--- src/rtl/core/slrg_pkg.sv ---
// shared constants, types and control structs of the subtractive lagged generator
package slrg_pkg;

    // field widths
    localparam int WORD_W  = 30;
    localparam int RANGE_W = 31;
    localparam int SEED_W  = 32;
    localparam int PTR_W   = 6;
    localparam int CNT_W   = 8;
    localparam int PROD_W  = WORD_W + RANGE_W;
    localparam int EST_W   = 32;

    // generator constants
    localparam int TABLE_LEN   = 55;
    localparam int SHORT_START = 24;
    localparam int FILL_STRIDE = 21;
    localparam int WARMUP      = 165;
    localparam int DIV_STEPS   = 3;

    typedef logic [WORD_W-1:0]  word_t;
    typedef logic [RANGE_W-1:0] range_t;
    typedef logic [SEED_W-1:0]  seed_t;
    typedef logic [PTR_W-1:0]   ptr_t;
    typedef logic [CNT_W-1:0]   cnt_t;

    localparam word_t MOD_VAL   = WORD_W'(1000000000);
    localparam ptr_t  PTR_MAX   = PTR_W'(TABLE_LEN - 1);
    localparam ptr_t  PTR_SHORT = PTR_W'(SHORT_START);
    localparam ptr_t  PTR_FIRST = PTR_W'(FILL_STRIDE);
    localparam ptr_t  PTR_ZERO  = PTR_W'(0);
    localparam cnt_t  FILL_LAST = CNT_W'(TABLE_LEN - 1);
    localparam cnt_t  WARM_LAST = CNT_W'(WARMUP - 1);
    localparam cnt_t  DIV_LAST  = CNT_W'(DIV_STEPS - 1);

    // division by the modulus: reciprocal floor(2^61 / 1e9) and small multiples
    localparam logic [EST_W-1:0] MOD_RECIP = 32'd2305843009;
    localparam logic [EST_W-1:0] MOD_ONE   = 32'd1000000000;
    localparam logic [EST_W-1:0] MOD_TWO   = 32'd2000000000;
    localparam logic [EST_W-1:0] MOD_THREE = 32'd3000000000;

    // operation codes
    localparam logic OP_DRAW   = 1'b0;
    localparam logic OP_RESEED = 1'b1;

    // controller to datapath commands
    typedef struct packed {
        logic accept;     // capture item and seed magnitude
        logic mod_sub;    // one conditional subtract of the modulus from the magnitude
        logic seed_wr;    // write the reduced seed to entry 0, start the fill
        logic fill_step;  // write one fill word, advance fill recurrence
        logic ptr_init;   // pointers to their start positions, clear counter
        logic rd_issue;   // step pointers and read both lag entries
        logic draw_wr;    // form the new word and write it back
        logic mul;        // register word times range, clear counter
        logic div_step;   // advance the estimate, remainder and correction stages
        logic out_load;   // load the result register
    } slrg_cmd_t;

    // datapath to controller status
    typedef struct packed {
        logic is_reseed;
        logic n_zero;
        logic fill_done;
        logic warm_done;
        logic div_done;
    } slrg_status_t;

endpackage

--- src/rtl/core/slrg_ctrl.sv ---
// controller: sequences reseed, warm-up, draw, division and result hand-off
module slrg_ctrl (
    input  logic                    aclk,
    input  logic                    aresetn,
    input  logic                    s_valid,
    input  logic                    s_operation,
    input  logic                    m_ready,
    input  slrg_pkg::slrg_status_t  status,
    output logic                    s_ready,
    output logic                    m_valid,
    output slrg_pkg::slrg_cmd_t     cmd
);

    localparam logic [3:0] S_IDLE  = 4'd0;
    localparam logic [3:0] S_MOD1  = 4'd1;
    localparam logic [3:0] S_MOD2  = 4'd2;
    localparam logic [3:0] S_FILL0 = 4'd3;
    localparam logic [3:0] S_FILL  = 4'd4;
    localparam logic [3:0] S_WRD   = 4'd5;
    localparam logic [3:0] S_WCALC = 4'd6;
    localparam logic [3:0] S_DRD   = 4'd7;
    localparam logic [3:0] S_DCALC = 4'd8;
    localparam logic [3:0] S_MUL   = 4'd9;
    localparam logic [3:0] S_DIV   = 4'd10;
    localparam logic [3:0] S_OUT   = 4'd11;

    logic [3:0] state_reg;
    logic [3:0] state_next;
    logic       m_valid_reg;
    logic       m_valid_next;

    // next state and commands
    always_comb begin
        state_next = state_reg;
        cmd        = '0;
        s_ready    = 1'b0;
        case (state_reg)
            S_IDLE: begin
                s_ready = 1'b1;
                if (s_valid) begin
                    cmd.accept = 1'b1;
                    state_next = (s_operation == slrg_pkg::OP_RESEED) ? S_MOD1 : S_DRD;
                end
            end
            S_MOD1: begin
                cmd.mod_sub = 1'b1;
                state_next  = S_MOD2;
            end
            S_MOD2: begin
                cmd.mod_sub = 1'b1;
                state_next  = S_FILL0;
            end
            S_FILL0: begin
                cmd.seed_wr = 1'b1;
                state_next  = S_FILL;
            end
            S_FILL: begin
                cmd.fill_step = 1'b1;
                if (status.fill_done) begin
                    cmd.ptr_init = 1'b1;
                    state_next   = S_WRD;
                end
            end
            S_WRD: begin
                cmd.rd_issue = 1'b1;
                state_next   = S_WCALC;
            end
            S_WCALC: begin
                cmd.draw_wr = 1'b1;
                state_next  = status.warm_done ? S_OUT : S_WRD;
            end
            S_DRD: begin
                cmd.rd_issue = 1'b1;
                state_next   = S_DCALC;
            end
            S_DCALC: begin
                cmd.draw_wr = 1'b1;
                state_next  = status.n_zero ? S_OUT : S_MUL;
            end
            S_MUL: begin
                cmd.mul    = 1'b1;
                state_next = S_DIV;
            end
            S_DIV: begin
                cmd.div_step = 1'b1;
                if (status.div_done) begin
                    state_next = S_OUT;
                end
            end
            S_OUT: begin
                if (!m_valid_reg || m_ready) begin
                    cmd.out_load = 1'b1;
                    state_next   = S_IDLE;
                end
            end
            default: begin
                state_next = S_IDLE;
            end
        endcase
    end

    // result valid flag
    always_comb begin
        m_valid_next = m_valid_reg;
        if (cmd.out_load) begin
            m_valid_next = 1'b1;
        end else if (m_ready) begin
            m_valid_next = 1'b0;
        end
    end

    always_ff @(posedge aclk) begin
        if (!aresetn) begin
            state_reg   <= S_IDLE;
            m_valid_reg <= 1'b0;
        end else begin
            state_reg   <= state_next;
            m_valid_reg <= m_valid_next;
        end
    end

    assign m_valid = m_valid_reg;

    // a waiting result is never overwritten
    a_no_overwrite: assert property (@(posedge aclk) disable iff (!aresetn)
        (m_valid_reg && !m_ready) |-> !cmd.out_load)
        else $error("result register loaded while an item waits");

    // one item at a time: no second accept straight after an accept
    a_single_item: assert property (@(posedge aclk) disable iff (!aresetn)
        (s_valid && s_ready) |=> !s_ready)
        else $error("input taken while an item is in progress");

    // a new result appears only from the hand-off state
    a_result_source: assert property (@(posedge aclk) disable iff (!aresetn)
        $rose(m_valid_reg) |-> $past(state_reg == S_OUT))
        else $error("result valid raised outside the hand-off state");

endmodule

--- config.mk ---
export PLATFORM = sky130hd
export DESIGN_NAME = slrg_ctrl
export DESIGN_NICKNAME = d
export VERILOG_FILES = /design/src/rtl/core/slrg_pkg.sv /design/src/rtl/core/slrg_ctrl.sv
export SDC_FILE = /design/constraint.sdc
export NUM_CORES = 1
export LEC_CHECK = 0
export ABC_AREA = 0
export BUFFER_PORTS_ARGS = -buffer_cell sky130_fd_sc_hd__buf_2
export CAP_MARGIN = 40
export CORE_AREA = 2 2 39 41
export DETAILED_ROUTE_END_ITERATION = 12
export DIE_AREA = 0 0 41 43
export GPL_TIMING_DRIVEN = 0
export SYNTH_ARGS = -nofsm -noshare
export SYNTH_HDL_FRONTEND = slang
export SYNTH_SLANG_ARGS = --single-unit
export TNS_END_PERCENT = 30
--- constraint.sdc ---
create_clock -name aclk -period 1.82 [get_ports aclk]
set_input_delay 0.364 -clock aclk [delete_from_list [all_inputs] [get_ports aclk]]
set_output_delay 0.364 -clock aclk [all_outputs]
set_load 0.02 [all_outputs]
==> impl_results.md <==
- Post-synth cell types: 32
- CORE AREA: 1380 sq um
- Required time of the critical path: 1460 ps
- Syn nets: 74
- R2r setup slk: 280 ps
- Final design instance area without fill: 651 sq um
- Worst EP arrival: 1400 ps
- HPWL after DPL: 869 um
- Cells after Synth: 64
- Post-synth EDFFs: 0
- Setup TNS: 0 ps
- # IOs: 22
- Post-Synth Adder-Cell Area: 0
- Top cells by count, synth: nor2_1, dfxtp_1, inv_1, nand2_1
- Max frequency: 568 MHz
- Layout cell share with drive strength beyond 1: 0.432
- Die area: 1760 sq um
- Num CTS Buffers: 3
- Maximum VDD drop: 0.546 mV
- CTS tree: done
- Die extent in y: 43 um
- Largest net degree at the start of global routing: 11
- Area contributors post-synth: dfxtp_1, nor2_1, nor3_1
- Number of post-CTS setup repair buffers: 0
- Hold path depth: 2
- DP Area: 597 sq um
- CTS Sinks: 5
- Residual DRC: 0
- Number of max-cap violations: 0
- Remaining Overflow, GRT: 0
- Setup Skew: 0.335 ps
- Leak pwr: 0.317 nW
- DR vias: 520
- First-pass iteration count of the detailed router: 4
- Count of buffers from port buffering: 20
- WL/cell: 10.6 um
- Layout area overhead: 38.3%
- Row cnt: 14
- Synth Area in Compound Gates: 0.253
- Max reg flops: 4
- Placer Congestion: 0.771
- RSZ-0062 raised after global routing: yes
- Total routed wirelength: 1100 um
- Vias in the first global route: 433
- Starting density of the core: 0.340
- Largest family of logic cells by synthesized area: simple AND/OR/NAND/NOR gates
- Xor and xnor area share after synthesis: 0.0186
- Critical Path Sink Type: output pin
- Mux contribution to synthesized area: 0
- Crit-path max FO: 9
- Reg2reg start: state_reg[3]$_SDFFE_PN0P_
- Hold endpoint: state_reg[2]$_SDFFE_PN0P_
- Starting DRT DRC Count: 6
- Sequential share of the synthesized area: 0.213
- Remaining antenna violation count: 0
- Async SR Flop Fraction: 0
- Root Driver: clkbuf_4
- Setup crit start kind: register
- First-pass GRT wire length: 1780 um
- Cts hold-fix bufs: 0
- Hold_sp: aresetn
- Top cell type's share of synthesized area: 0.213
- Tcrit/Tclk final: 0.968
- Clock Tree Buf Depth: 2
- Area leader, netlist: dfxtp_1
- Least-Margin Pin Slew: 349 ps
- Setup CP Type: register to output pin
- Slew Limit Fails: 0
- Reg-to-reg endpoint: state_reg[1]$_SDFFE_PN0P_
- PD cells: 1480 nW/um^2
- Mean Syn Cell Area: 7.35 sq um
- Period minus WS final: 1760 ps
- Count leader, synth: nor2_1
- Synth Area in Simple Gates: 0.404
- Clk Latency, worst-skew pair: 240 ps
- #FFs+latches synth: 5
- Antenna violations before repair: 0
- Origin of the worst setup path: state_reg[3]$_SDFFE_PN0P_
- Cells after DPL: 100
- Yosys warns: 0
- H-tree lvl count: 1
- R2R depth: 5
- Final setup fails: 0
- Post-Synthesis Cell Area: 470 sq um
- Status: finished, final reports clean
- Synth Flop Type: dfxtp_1
- All-Layer GR Usage: 0.148
- Die extent in x: 41 um
- ANT cells: 0
- Via-to-Cell Ratio: 5.00
- Max_slew headroom: 0.767
- Hold Vio Cnt, Final: 0
- Nets: 99
- Non-Filler Instances: 104
- Clock slew at reported path FFs: 40 ps
- Worst hold path class: input port to register
==> cell type report <==
type / instances / area [sq um]
inverter: 5 / 18.8
buffer: 6 / 50.0
sequential: 5 / 103
fill: 157 / 733
tap: 16 / 20.0
multi-input combinational: 48 / 333
timing repair buffer: 20 / 100
clock buffer: 4 / 26.3
==> repair_timing <==
item / 4_1_cts / 5_1_grt
resized for setup: 5 / 10
gates cloned: 0 / 0
endpoints found under the setup margin: 6 / 6
==> worst max path at each step <==
stage / end / slack [ps]
after floorplan: cmd[1] / 30
after global placement: cmd[3] / 140
after detailed placement: cmd[3] / 110
after CTS: cmd[3] / 6
after global routing: cmd[5] / -40
final: cmd[5] / 60
==> logic make-up after synthesis <==
family / Yosys count
simple gates: 33
compound gates: 14
buf+inv: 11
flops: 5
xor+xnor: 1
==> critical path: stages, from the launching register on <==
cell and delay [ps]:
dfxtp_1 300, buf_6 130, nor4b_2 390, and2_1 170
buf_2 160
==> per-stage QoR <==
step | hold slack, ps | total power [mW] | setup slack (ps) | util
floorplan | 490 | 0.634 | 29.9 | -
CTS | 368 | 0.925 | 6.14 | 0.456
global route | 383 | 1.05 | -41.1 | 0.470
global placement | 541 | 0.768 | 135 | 0.431
detailed placement | 552 | 0.777 | 109 | 0.431
finish | 375 | 0.966 | 58.5 | 0.470
==> power by group <==
| part | switching (mW) | total, mW | leakage (nW) | internal [mW] |
|---|---|---|---|---|
| registers | 0.0563 | 0.205 | 0.0417 | 0.149 |
| logic | 0.351 | 0.631 | 0.260 | 0.281 |
| clock network | 0.0461 | 0.129 | 0.0150 | 0.0829 |
==> routing by layer <==
metal | share of wire | up-vias | wire length [um] | track usage
met3 | 0.052 | 3 | 57 | 0.0785
met5 | 0 | - | 0 | 0
met4 | 0.012 | 0 | 13 | 0.0400
met1 | 0.49 | 231 | 538 | 0.195
met2 | 0.45 | 11 | 490 | 0.206
li1 | - | 275 | - | -
==> placed cells by master, fill, tap and decap left out, types with 2 or more instances in the layout <==
master	count
inv_1	5
nand2b_1	3
a21oi_1	3
clkbuf_4	4
nor3_1	4
buf_2	20
nor2_1	8
nor2b_1	3
dfxtp_2	2
buf_6	2
buf_4	2
dfxtp_1	3
and2_1	2
nand2_1	5
(Power assumes the default switching activity.)
